===== config.mk =====
export PLATFORM = sky130hd
export DESIGN_NAME = rolling_precision_monitor
export DESIGN_NICKNAME = d
export VERILOG_FILES = /design/src/rtl/rpm_pkg.sv /design/src/rtl/rpm_ctrl.sv /design/src/rtl/rpm_datapath.sv /design/src/rtl/rolling_precision_monitor.sv
export SDC_FILE = /design/constraint.sdc
export NUM_CORES = 2
export LEC_CHECK = 0
export BUFFER_PORTS_ARGS = -buffer_cell sky130_fd_sc_hd__buf_2
export CELL_PAD_IN_SITES_DETAIL_PLACEMENT = 0
export CELL_PAD_IN_SITES_GLOBAL_PLACEMENT = 1
export CORE_UTILIZATION = 58
export CTS_CLUSTER_DIAMETER = 30
export DETAILED_ROUTE_END_ITERATION = 6
export GPL_ROUTABILITY_DRIVEN = 1
export PLACE_DENSITY = 0.84
export SETUP_SLACK_MARGIN = 0.1
export SLEW_MARGIN = 20
export SYNTH_ARGS = -nofsm -noshare
export SYNTH_HDL_FRONTEND = slang
export SYNTH_SLANG_ARGS = --single-unit

===== constraint.sdc =====
create_clock -name clk -period 48.4 [get_ports clk]
set_clock_uncertainty 0.2 [all_clocks]
set_input_delay 12.1 -clock clk [delete_from_list [all_inputs] [get_ports clk]]
set_output_delay 12.1 -clock clk [all_outputs]
set_load 0.02 [all_outputs]

===== src/rtl/rpm_pkg.sv =====
// shared constants, codes and control types for the rolling precision monitor
`default_nettype none
package rpm_pkg;

	localparam int WINDOW_DEPTH = 1000;
	localparam int PTR_W        = $clog2(WINDOW_DEPTH);
	localparam int CNT_W        = $clog2(WINDOW_DEPTH + 1);
	localparam int OUT_CNT_W    = 10;
	localparam int FILL_CMP_W   = (CNT_W > OUT_CNT_W) ? CNT_W : OUT_CNT_W;
	localparam int Q_W          = 17;
	localparam int TIME_W       = 48;
	localparam int DEC_W        = 10;
	localparam int DIV_STEPS    = Q_W;
	localparam int STEP_W       = $clog2(DIV_STEPS);
	localparam int CFG_IDX_W    = 3;
	localparam int CFG_DATA_W   = TIME_W;

	localparam logic [Q_W-1:0]       ONE_Q16     = 17'h10000;
	localparam logic [DEC_W-1:0]     DEC_MAX     = '1;

	localparam logic [CFG_IDX_W-1:0] REG_THRESHOLD = 3'd0;
	localparam logic [CFG_IDX_W-1:0] REG_MARGIN    = 3'd1;
	localparam logic [CFG_IDX_W-1:0] REG_DROP_LIM  = 3'd2;
	localparam logic [CFG_IDX_W-1:0] REG_EVERY_DEC = 3'd3;
	localparam logic [CFG_IDX_W-1:0] REG_EVERY_MS  = 3'd4;
	localparam logic [CFG_IDX_W-1:0] REG_MIN_SAMP  = 3'd5;

	localparam logic [1:0] ACT_NONE   = 2'd0;
	localparam logic [1:0] ACT_WARN   = 2'd1;
	localparam logic [1:0] ACT_DEMOTE = 2'd2;
	localparam logic [1:0] ACT_HALT   = 2'd3;

	typedef enum logic [1:0] {
		ST_IDLE,
		ST_COUNT,
		ST_DIV,
		ST_EVAL
	} ctl_state_t;

	typedef struct packed {
		logic load;
		logic count;
		logic div_step;
		logic div_first;
		logic commit;
	} ctl_cmd_t;

	typedef struct packed {
		logic out_free;
	} ctl_sts_t;

endpackage
`default_nettype wire


===== src/rtl/rpm_ctrl.sv =====
// sequencing state machine: accept, count update, divide steps, evaluate
`default_nettype none
module rpm_ctrl (
	input  logic              clk,
	input  logic              arst_n,
	input  logic              in_valid,
	output logic              in_ready,
	input  rpm_pkg::ctl_sts_t sts,
	output rpm_pkg::ctl_cmd_t cmd
);
	import rpm_pkg::*;

	ctl_state_t        state_q, state_d;
	logic [STEP_W-1:0] step_q;

	always_ff @(posedge clk or negedge arst_n) begin
		if (!arst_n) begin
			state_q <= ST_IDLE;
			step_q  <= '0;
		end else begin
			state_q <= state_d;
			if (state_q == ST_DIV) begin
				step_q <= step_q + STEP_W'(1);
			end else begin
				step_q <= '0;
			end
		end
	end

	always_comb begin
		state_d  = state_q;
		cmd      = '0;
		in_ready = 1'b0;
		case (state_q)
			ST_IDLE: begin
				in_ready = 1'b1;
				if (in_valid) begin
					cmd.load = 1'b1;
					state_d  = ST_COUNT;
				end
			end
			ST_COUNT: begin
				cmd.count = 1'b1;
				state_d   = ST_DIV;
			end
			ST_DIV: begin
				cmd.div_step  = 1'b1;
				cmd.div_first = (step_q == '0);
				if (step_q == STEP_W'(DIV_STEPS - 1)) begin
					state_d = ST_EVAL;
				end
			end
			ST_EVAL: begin
				if (sts.out_free) begin
					cmd.commit = 1'b1;
					state_d    = ST_IDLE;
				end
			end
			default: begin
				state_d = ST_IDLE;
			end
		endcase
	end

endmodule
`default_nettype wire


===== src/rtl/rpm_datapath.sv =====
// window ring, counters, restoring divider, evaluation logic and result register
`default_nettype none
module rpm_datapath (
	input  logic                               clk,
	input  logic                               arst_n,
	input  rpm_pkg::ctl_cmd_t                  cmd,
	output rpm_pkg::ctl_sts_t                  sts,
	input  logic                               cfg_we,
	input  logic [rpm_pkg::CFG_IDX_W-1:0]      cfg_index,
	input  logic [rpm_pkg::CFG_DATA_W-1:0]     cfg_data,
	input  logic                               pred_flag,
	input  logic                               actual_flag,
	input  logic [rpm_pkg::TIME_W-1:0]         time_ms,
	output logic                               out_valid,
	input  logic                               out_ready,
	output logic [rpm_pkg::Q_W-1:0]            precision,
	output logic [rpm_pkg::OUT_CNT_W-1:0]      true_pos_count,
	output logic [rpm_pkg::OUT_CNT_W-1:0]      false_pos_count,
	output logic [rpm_pkg::OUT_CNT_W-1:0]      fill_level,
	output logic [rpm_pkg::DEC_W-1:0]          since_eval,
	output logic [1:0]                         action,
	output logic                               demoted,
	output logic                               rapid_drop,
	output logic                               evaluated
);
	import rpm_pkg::*;

	// configuration
	logic [Q_W-1:0]    thr_q, margin_q, drop_lim_q;
	logic [DEC_W-1:0]  every_dec_q;
	logic [TIME_W-1:0] every_ms_q;
	logic [DEC_W-1:0]  min_samp_q;

	// request capture
	logic              pred_q, act_q;
	logic [TIME_W-1:0] now_q;

	// window state
	logic [1:0]        ring [WINDOW_DEPTH];
	logic [1:0]        old_q;
	logic [PTR_W-1:0]  wp_q;
	logic [CNT_W-1:0]  fill_q, tp_q, fp_q, tot_q;
	logic [DEC_W-1:0]  dec_q;
	logic [TIME_W-1:0] last_q;
	logic [Q_W-1:0]    prior_q;
	logic [1:0]        act_reg_q;
	logic              dem_q, drop_q, trig_q;

	// divider
	logic [CNT_W-1:0]  rem_q;
	logic [Q_W-1:0]    quo_q;

	// result register
	logic              out_valid_q;
	logic [Q_W-1:0]    prec_out_q;
	logic [OUT_CNT_W-1:0] tp_out_q, fp_out_q, fill_out_q;
	logic [DEC_W-1:0]  since_out_q;
	logic [1:0]        act_out_q;
	logic              dem_out_q, drop_out_q, eval_out_q;

	// count update
	logic              full;
	logic [CNT_W-1:0]  tp_dec, fp_dec, tp_n, fp_n, fill_n;
	logic [CNT_W:0]    tot_sum;
	logic [PTR_W-1:0]  wp_n;
	logic [DEC_W-1:0]  dec_n;
	logic [TIME_W-1:0] gap;
	logic              time_trig;

	always_comb begin
		full   = (fill_q == CNT_W'(WINDOW_DEPTH));
		tp_dec = tp_q;
		fp_dec = fp_q;
		if (full && old_q[1]) begin
			if (old_q[0]) begin
				if (tp_q != '0) tp_dec = tp_q - CNT_W'(1);
			end else begin
				if (fp_q != '0) fp_dec = fp_q - CNT_W'(1);
			end
		end
		tp_n    = tp_dec + CNT_W'(pred_q & act_q);
		fp_n    = fp_dec + CNT_W'(pred_q & ~act_q);
		tot_sum = (CNT_W + 1)'(tp_n) + (CNT_W + 1)'(fp_n);
		wp_n    = (wp_q == PTR_W'(WINDOW_DEPTH - 1)) ? '0 : wp_q + PTR_W'(1);
		fill_n  = full ? fill_q : fill_q + CNT_W'(1);
		dec_n   = (dec_q == DEC_MAX) ? dec_q : dec_q + DEC_W'(1);
		gap     = now_q - last_q;
		time_trig = (now_q != '0) && (last_q != '0) && (gap >= every_ms_q);
	end

	// divide step
	logic [CNT_W:0]   r_cur, r_sub;
	logic             q_bit;
	logic [CNT_W-1:0] rem_d;

	always_comb begin
		r_cur = cmd.div_first ? {1'b0, tp_q} : {rem_q, 1'b0};
		q_bit = (r_cur >= {1'b0, tot_q});
		r_sub = r_cur - {1'b0, tot_q};
		rem_d = q_bit ? r_sub[CNT_W-1:0] : r_cur[CNT_W-1:0];
	end

	// evaluation
	logic [Q_W-1:0]   prec;
	logic [Q_W:0]     warn_lim;
	logic             enough, drop_hit, drop_nxt, dem_nxt;
	logic [1:0]       act_nxt;
	logic [Q_W-1:0]   prior_nxt;

	always_comb begin
		prec      = (tot_q == '0) ? '0 : quo_q;
		warn_lim  = {1'b0, thr_q} + {1'b0, margin_q};
		enough    = (FILL_CMP_W'(fill_q) >= FILL_CMP_W'(min_samp_q));
		drop_hit  = trig_q && enough && (prior_q != '0) && (prior_q > prec) &&
			((prior_q - prec) > drop_lim_q);
		drop_nxt  = drop_q | drop_hit;
		act_nxt   = act_reg_q;
		dem_nxt   = dem_q;
		prior_nxt = prior_q;
		if (trig_q) begin
			if (drop_hit) begin
				act_nxt = ACT_HALT;
				dem_nxt = 1'b1;
			end
			if (!drop_nxt) begin
				if (!enough) begin
					act_nxt = ACT_NONE;
					dem_nxt = 1'b0;
				end else begin
					if (prec < thr_q) begin
						act_nxt = ACT_DEMOTE;
						dem_nxt = 1'b1;
					end else if ({1'b0, prec} < warn_lim) begin
						act_nxt = ACT_WARN;
						dem_nxt = 1'b0;
					end else begin
						act_nxt = ACT_NONE;
						dem_nxt = 1'b0;
					end
					prior_nxt = prec;
				end
			end
		end
	end

	always_ff @(posedge clk or negedge arst_n) begin
		if (!arst_n) begin
			thr_q       <= Q_W'(62259);
			margin_q    <= Q_W'(1311);
			drop_lim_q  <= Q_W'(16384);
			every_dec_q <= DEC_W'(50);
			every_ms_q  <= TIME_W'(300000);
			min_samp_q  <= DEC_W'(50);
		end else if (cfg_we) begin
			case (cfg_index)
				REG_THRESHOLD: thr_q       <= cfg_data[Q_W-1:0];
				REG_MARGIN:    margin_q    <= cfg_data[Q_W-1:0];
				REG_DROP_LIM:  drop_lim_q  <= cfg_data[Q_W-1:0];
				REG_EVERY_DEC: every_dec_q <= cfg_data[DEC_W-1:0];
				REG_EVERY_MS:  every_ms_q  <= cfg_data[TIME_W-1:0];
				REG_MIN_SAMP:  min_samp_q  <= cfg_data[DEC_W-1:0];
				default: ;
			endcase
		end
	end

	// ring memory: one write port, one registered read port
	always_ff @(posedge clk) begin
		if (cmd.count) begin
			ring[wp_q] <= {pred_q, act_q};
		end
		old_q <= ring[wp_q];
	end

	always_ff @(posedge clk) begin
		if (cmd.load) begin
			pred_q <= pred_flag;
			act_q  <= actual_flag;
			now_q  <= time_ms;
		end
		if (cmd.count) begin
			tot_q <= tot_sum[CNT_W-1:0];
		end
		if (cmd.div_step) begin
			rem_q <= rem_d;
			quo_q <= {quo_q[Q_W-2:0], q_bit};
		end
		if (cmd.commit) begin
			prec_out_q  <= prec;
			tp_out_q    <= OUT_CNT_W'(tp_q);
			fp_out_q    <= OUT_CNT_W'(fp_q);
			fill_out_q  <= OUT_CNT_W'(fill_q);
			since_out_q <= trig_q ? '0 : dec_q;
			act_out_q   <= act_nxt;
			dem_out_q   <= dem_nxt;
			drop_out_q  <= drop_nxt;
			eval_out_q  <= trig_q;
		end
	end

	always_ff @(posedge clk or negedge arst_n) begin
		if (!arst_n) begin
			wp_q        <= '0;
			fill_q      <= '0;
			tp_q        <= '0;
			fp_q        <= '0;
			dec_q       <= '0;
			last_q      <= '0;
			prior_q     <= ONE_Q16;
			act_reg_q   <= ACT_NONE;
			dem_q       <= 1'b0;
			drop_q      <= 1'b0;
			trig_q      <= 1'b0;
			out_valid_q <= 1'b0;
		end else begin
			if (cmd.count) begin
				wp_q   <= wp_n;
				fill_q <= fill_n;
				tp_q   <= tp_n;
				fp_q   <= fp_n;
				dec_q  <= dec_n;
				trig_q <= time_trig || (dec_n >= every_dec_q);
			end
			if (cmd.commit) begin
				act_reg_q <= act_nxt;
				dem_q     <= dem_nxt;
				drop_q    <= drop_nxt;
				prior_q   <= prior_nxt;
				if (trig_q) begin
					dec_q  <= '0;
					last_q <= now_q;
				end
				out_valid_q <= 1'b1;
			end else if (out_ready) begin
				out_valid_q <= 1'b0;
			end
		end
	end

	assign sts.out_free    = !out_valid_q || out_ready;
	assign out_valid       = out_valid_q;
	assign precision       = prec_out_q;
	assign true_pos_count  = tp_out_q;
	assign false_pos_count = fp_out_q;
	assign fill_level      = fill_out_q;
	assign since_eval      = since_out_q;
	assign action          = act_out_q;
	assign demoted         = dem_out_q;
	assign rapid_drop      = drop_out_q;
	assign evaluated       = eval_out_q;

endmodule
`default_nettype wire


===== src/rtl/rolling_precision_monitor.sv =====
// top level of the rolling precision monitor
// Each decision request holds the block through the accepting cycle, a count
// update of the window counts and ring, the restoring divider that forms
// tp*65536/(tp+fp) one quotient bit per cycle, and an evaluation state at whose
// end the result is loaded. The evaluation state repeats while the result
// register still holds a result that has not been taken. A new request is
// taken as soon as the previous one is loaded into the result register, even
// if that result has not been taken yet. Configuration writes land at once;
// the window needs no clearing pass after reset.
`default_nettype none
module rolling_precision_monitor (
	input  logic                               clk,
	input  logic                               arst_n,
	input  logic                               cfg_we,
	input  logic [rpm_pkg::CFG_IDX_W-1:0]      cfg_index,
	input  logic [rpm_pkg::CFG_DATA_W-1:0]     cfg_data,
	input  logic                               in_valid,
	output logic                               in_ready,
	input  logic                               pred_flag,
	input  logic                               actual_flag,
	input  logic [rpm_pkg::TIME_W-1:0]         time_ms,
	output logic                               out_valid,
	input  logic                               out_ready,
	output logic [rpm_pkg::Q_W-1:0]            precision,
	output logic [rpm_pkg::OUT_CNT_W-1:0]      true_pos_count,
	output logic [rpm_pkg::OUT_CNT_W-1:0]      false_pos_count,
	output logic [rpm_pkg::OUT_CNT_W-1:0]      fill_level,
	output logic [rpm_pkg::DEC_W-1:0]          since_eval,
	output logic [1:0]                         action,
	output logic                               demoted,
	output logic                               rapid_drop,
	output logic                               evaluated
);
	import rpm_pkg::*;

	ctl_cmd_t cmd;
	ctl_sts_t sts;

	rpm_ctrl u_ctrl (
		.clk      (clk),
		.arst_n   (arst_n),
		.in_valid (in_valid),
		.in_ready (in_ready),
		.sts      (sts),
		.cmd      (cmd)
	);

	rpm_datapath u_dp (
		.clk                (clk),
		.arst_n             (arst_n),
		.cmd                (cmd),
		.sts                (sts),
		.cfg_we             (cfg_we),
		.cfg_index          (cfg_index),
		.cfg_data           (cfg_data),
		.pred_flag          (pred_flag),
		.actual_flag        (actual_flag),
		.time_ms            (time_ms),
		.out_valid          (out_valid),
		.out_ready          (out_ready),
		.precision          (precision),
		.true_pos_count     (true_pos_count),
		.false_pos_count    (false_pos_count),
		.fill_level         (fill_level),
		.since_eval         (since_eval),
		.action             (action),
		.demoted            (demoted),
		.rapid_drop         (rapid_drop),
		.evaluated          (evaluated)
	);

endmodule
`default_nettype wire


Word-level counts from Yosys, hierarchy flattened
Memories as Yosys holds them, arrays and structs flattened. A register that Yosys moved wholly into a read port is not among the register bits. Index checks and enable logic that the tools add are counted.

$add $sub $neg: 13. Magnitude comparators: 8. Eq/ne operators: 15. Multiplexer cells: 41. Bitwise logic cells: 6. Reductions and logical operators: 30.

Operator list (number): 2-to-1 mux 10 bit (12); nonzero test 48 bit (2); >= comparator 48 bit (1); subtractor 48 bit (1); greater-than comparator 17 bit (2); adder 10 x 1 -> 10 bit (second input constant) (3); adder 10 bit (3); equality test 10 bit (second input constant) (3); >= comparator 10 bit (2); nonzero test 10 bit (2); subtractor 10 x 1 -> 10 bit (second input constant) (2); adder 17 x 17 -> 18 bit (1); less-than comparator 17 x 18 -> 1 bit (1); 2-to-1 mux 2 bit (9); less-than comparator 17 bit (1); 2-to-1 mux 17 bit (1); nonzero test 17 bit (1); subtractor 17 bit (1); 2-to-1 mux 1 bit (16); AND reduction 2 bit (8); >= comparator 11 x 10 -> 1 bit (1); 2-to-1 mux 11 bit (1); AND 1 x 10 -> 10 bit (1); zero test 10 bit (1); other kinds (24) (37).

Register bits after elaboration: 396. Bits in writable memories: 2000. Word-level logic and storage cells: 149. Memories kept: 1.

Memories: u_dp.ring (words 1000, bits a word 2, rd ports 1, clocked after Yosys merged registers in 1, wr ports 1, line rpm_datapath.sv:39) `logic [1:0] ring [WINDOW_DEPTH];`.

Logic depth before layout (Yosys ltp)
Depth after elaboration: 8. Gate-level depth with buffers: 28.

By module
Synthesis repeated with hierarchy kept, for this count alone.

Cell total of the unflattened synthesis: 6699. Area, all modules: 103519.3 sq um.

By module, submodules not included: rpm_datapath (times used 1, cells an instance 6659, area each 103091.4 sq um); rpm_ctrl (times used 1, cells an instance 40, area each 427.9 sq um).

Least setup slack after synthesis
Ideal clock, no wire load.

Path type: reg-to-reg. Start point: register u_dp.pred_q. End point: register u_dp.tot_q[9] (data pin). Arrival time: 14.822 ns. Required time: 47.939 ns. Path slack: 33.116 ns. Cell stages (with the launch flop): 14. Path buffers: 0. Cells stage by stage: edfxtp_1 > nor2b_1 > ha_1 > ha_1 > mux2_2 > o31a_1 > xnor2_1 > ha_1 > o21a_1 > o21ai_0 > nand2b_1 > a21oi_1 > o21ai_0 > xnor2_1.

Word-level cells in the longest chain between the ends: 3. Elaborated cells between the ends (all ways): 5. Those cells by class: add/sub: 3; bitwise: 2.

Ends and longest elaborated chain: start, declared (line rpm_datapath.sv:35) `logic pred_q, act_q;`; start signal, assigned (line rpm_datapath.sv:177) `pred_q <= pred_flag;`; AND 1 x 10 -> 10 bit (line rpm_datapath.sv:82) `fp_n = fp_dec + CNT_W'(pred_q & ~act_q);`; adder 10 bit (line rpm_datapath.sv:82); net u_dp.fp_n[4] (line rpm_datapath.sv:63) `logic [CNT_W-1:0] tp_dec, fp_dec, tp_n, fp_n, fill_n;`; adder 10 bit (line rpm_datapath.sv:83) `tot_sum = (CNT_W + 1)'(tp_n) + (CNT_W + 1)'(fp_n);`; net u_dp.tot_sum[9] (line rpm_datapath.sv:64) `logic [CNT_W:0] tot_sum;`; end signal, assigned (line rpm_datapath.sv:182) `tot_q <= tot_sum[CNT_W-1:0];`; end, declared (line rpm_datapath.sv:42) `logic [CNT_W-1:0] fill_q, tp_q, fp_q, tot_q;`.

The timed path passes the listed nets, and every way through them passes these cells. A chain may end at the register's enable or synchronous reset.

Worst setup path after layout
Start point: register u_ctrl.state_q[0]. End point: output in_ready.

Word-level cells in the longest chain between the ends: 2.

Ends and longest elaborated chain: start, declared (line rpm_ctrl.sv:13) `ctl_state_t state_q, state_d;`; start signal, assigned (line rpm_ctrl.sv:21) `state_q <= state_d;`; zero test 2 bit (line rpm_ctrl.sv:34) `case (state_q)`; 2-to-1 mux 1 bit (line rpm_ctrl.sv:34); end, declared (line rolling_precision_monitor.sv:18) `output logic in_ready,`.

Every way passes these cells.

==> metrics.yaml <==
drc_errors: 0
crit_path_start_kind: "flip-flop"
report.final.hold_viol_count: 0
area_delta_synth_final_pct: 17.1
peakVddDrop_mv: 0.0454
fp.dieH_um: 424
grt.overflow.total: 0
gp_congestion: 0.837
ys_warn_count: 0
root_buffer: "clkbuf_16"
groute.usage.overall: 0.306
final_antenna_net_count: 0
port-buffer-count: 169
synth_fp_nets: 7047
ctsResizeCount: 0
clockBufferDepth: 4
critical_path.max_fanout: 4
final_cell_mix: "2149 x edfxtp_1, 1090 x nor2_1, 502 x mux4_2"
drive_gt1_frac: 0.230
wl_per_cell_um: 28.4
dp_hpwl_um: 150000
synth_edf_count: 2149
clock_latency_ns: 0.98
cts_tree: "built"
syn_avg_cell_area_um2: 15.4
grt_max_degree: 244
drt_iter0_markers: 8465
yosys_most_used_dff: "edfxtp_1"
arrival_ns: 1.87
ios: 170
cts_made_buffers: 439
dieArea_um2: 180000
fp.coreArea_um2: 177000
period_needed_ns: 14.17
routed-via-count: 62700
powerDensity_nw_per_um2: 62.5
yosysUniqueCellTypes: 88
worst_slew_pin_slew_ns: 1.21
die_w_um: 424
cts_htree_levels: 5
grt_pass1_vias: 63600
clkTransAtPathRegs_ns: 0.05
cts.sinks: 2398
drv_cap: 0
max-slew-margin-rel: 0.193
async_reset_ff_frac: 0.103
post-route-period-util: 0.293
critPathKind: "flip-flop to output pin"
critPathLaunch: "u_ctrl.state_q[0]$_DFFE_PN0P_"
p_leak_nw: 41.1
finalWirelength_um: 275000
post_cts.repair.setup_buffers: 0
final_util: 0.686
mappedNetlistArea_um2: 103000
ys_ff_latch: 2398
antenna_found_initial: 4
worst_ep_required_time_ns: 36.10
hp-start: "u_dp.quo_q[10]$_DFFE_PP_"
drtPass1Iterations: 6
fp-row-count: 154
status: "finished clean"
hold_path_class: "flip-flop to flip-flop"
syn_inst: 6699
finalSetupViolations: 0
final_common_cell: "edfxtp_1"
viasPerCell: 6.48
total_power_mw: 7.58
nNetsFinal: 7322
r2r-start: "u_dp.tot_q[1]$_DFFE_PP_"
fmax_ghz: 0.0706
drv_slew: 0
end_kind: "output pin"
start_util: 0.586
rsz0062_at_grt: "no"
yosysSeqAreaShare: 0.684
postCtsHoldBufs: 0
tns_ns: 0
grt_pass1_wl_um: 405000
==> synth_stat cells (11+ instances only) <==
| master | number | share of area |
|---|---|---|
| edfxtp_1 | 2149 | 0.62 |
| nor2_1 | 1092 | 0.040 |
| mux4_2 | 502 | 0.11 |
| nand2_1 | 342 | 0.012 |
| clkbuf_1 | 323 | 0.012 |
| ha_1 | 237 | 0.029 |
| inv_1 | 216 | 0.0078 |
| dfrtp_1 | 214 | 0.052 |
| o21ai_0 | 212 | 0.010 |
| a22oi_1 | 191 | 0.014 |
| a21oi_1 | 139 | 0.0067 |
| nand4_1 | 114 | 0.0069 |
| xnor2_1 | 93 | 0.0079 |
| a21o_1 | 79 | 0.0057 |
| mux2_2 | 65 | 0.0071 |
| buf_2 | 53 | 0.0026 |
| xor2_1 | 50 | 0.0042 |
| nor2b_1 | 45 | 0.0027 |
| nand3_1 | 44 | 0.0021 |
| buf_1 | 43 | 0.0016 |
| nor4_1 | 38 | 0.0023 |
| dfstp_2 | 33 | 0.0084 |
| a221oi_1 | 32 | 0.0027 |
| a22o_1 | 30 | 0.0025 |
| nor3_1 | 28 | 0.0014 |
| nand2b_1 | 27 | 0.0016 |
| o211ai_1 | 25 | 0.0018 |
| buf_4 | 24 | 0.0017 |
| o21ai_1 | 21 | 0.0010 |
| and2_1 | 19 | 0.0011 |
| o21a_1 | 18 | 0.0013 |
| o21bai_1 | 16 | 0.0012 |
| and3_1 | 15 | 0.00091 |
| mux2i_1 | 15 | 0.0015 |
| a31oi_1 | 14 | 0.00085 |
| or3_1 | 13 | 0.00079 |
| buf_6 | 12 | 0.0013 |
| a211oi_1 | 11 | 0.00080 |
==> kinds of logic (layout without fill, tap and decap cells) <==
| group | count (synthesis) | in the layout | share of synthesized area |
|---|---|---|---|
| flip-flops | 2398 | 2398 | 0.684 |
| buffers and inverters | 672 | 1306 | 0.0268 |
| XOR/XNOR | 143 | 143 | 0.0121 |
| AO/OA/AOI/OAI | 838 | 838 | 0.0534 |
| adder cells (fa/ha/maj) | 242 | 242 | 0.0296 |
| other | 0 | 4 | 0 |
| AND/OR/NAND/NOR | 1816 | 1816 | 0.0752 |
| multiplexers | 590 | 590 | 0.119 |
==> stage by stage <==
| step | std cells | hold slack (ns) | cell area (µm²) | setup slack (ns) |
|---|---|---|---|---|
| after floorplan | 6699 | 0.220 | 103000 | 33.12 |
| after global placement | 8873 | 0.240 | 106000 | 33.54 |
| after detailed placement | 8873 | 0.234 | 106000 | 33.49 |
| after CTS | 9673 | 0.245 | 121000 | 34.16 |
| after global routing | 9673 | 0.258 | 121000 | 34.12 |
| final | 9677 | 0.244 | 121000 | 34.23 |
==> final cells by class <==
type,count,area (µm²)
multi-input cells,3629,30100
well taps,2340,2930
inverters,217,815
clock inverters,307,3320
fillers,11200,55500
diodes,4,10.0
clock buffers,493,11400
repair buffers,289,1840
flip-flops and latches,2398,70800
==> report_power, final <==
part           internal (mW)  switching [mW]  total (mW)
Clock                   1.97            1.06        3.03
Sequential              2.45          0.0953        2.54
Combinational          0.819            1.18        2.00
==> final timing paths <==
path | endpoint | slack, ns | cells past startpoint
max in group asynchronous | u_dp.every_ms_q[21]$_DFFE_PN0P_ | 35.53 | 2
hold reg to reg | u_dp.quo_q[11]$_DFFE_PP_ | 0.24 | 0
min in group asynchronous | u_dp.prior_q[4]$_DFFE_PN0P_ | 11.00 | 1
hold / removal | u_dp.quo_q[11]$_DFFE_PP_ | 0.24 | 0
setup / recovery | in_ready | 34.23 | 3
setup reg to reg | u_dp.prior_q[7]$_DFFE_PN0P_ | 40.86 | 26
==> layer usage <==
metal	global-route usage	vias to the layer above	routed length (µm)	share of wire
met2	0.483	4058	132000	0.48
met3	0.0678	727	30500	0.11
met1	0.414	31700	101000	0.37
met4	0.132	0	11500	0.042
li1	-	26300	-	-
met5	0	-	0	0
==> worst max-delay path: stages (launching register included) <==
cell and delay, ns:
dfrtp_1 0.40, inv_1 0.11, ha_1 0.22, buf_2 0.20
==> flip-flops by register name, indices dropped and copies added, names as in the netlist, 17 cells and up <==
| name | cells |
|---|---|
| u_dp.now_q | 48 |
| u_dp.ring | 2000 |
| u_dp.quo_q | 17 |
| u_dp.precision | 17 |
| u_dp.drop_lim_q | 17 |
| u_dp.margin_q | 17 |
| u_dp.every_ms_q | 48 |
| u_dp.thr_q | 17 |
| u_dp.prior_q | 17 |
| u_dp.last_q | 48 |
No activity file was read; power rests on OpenSTA's default activity.
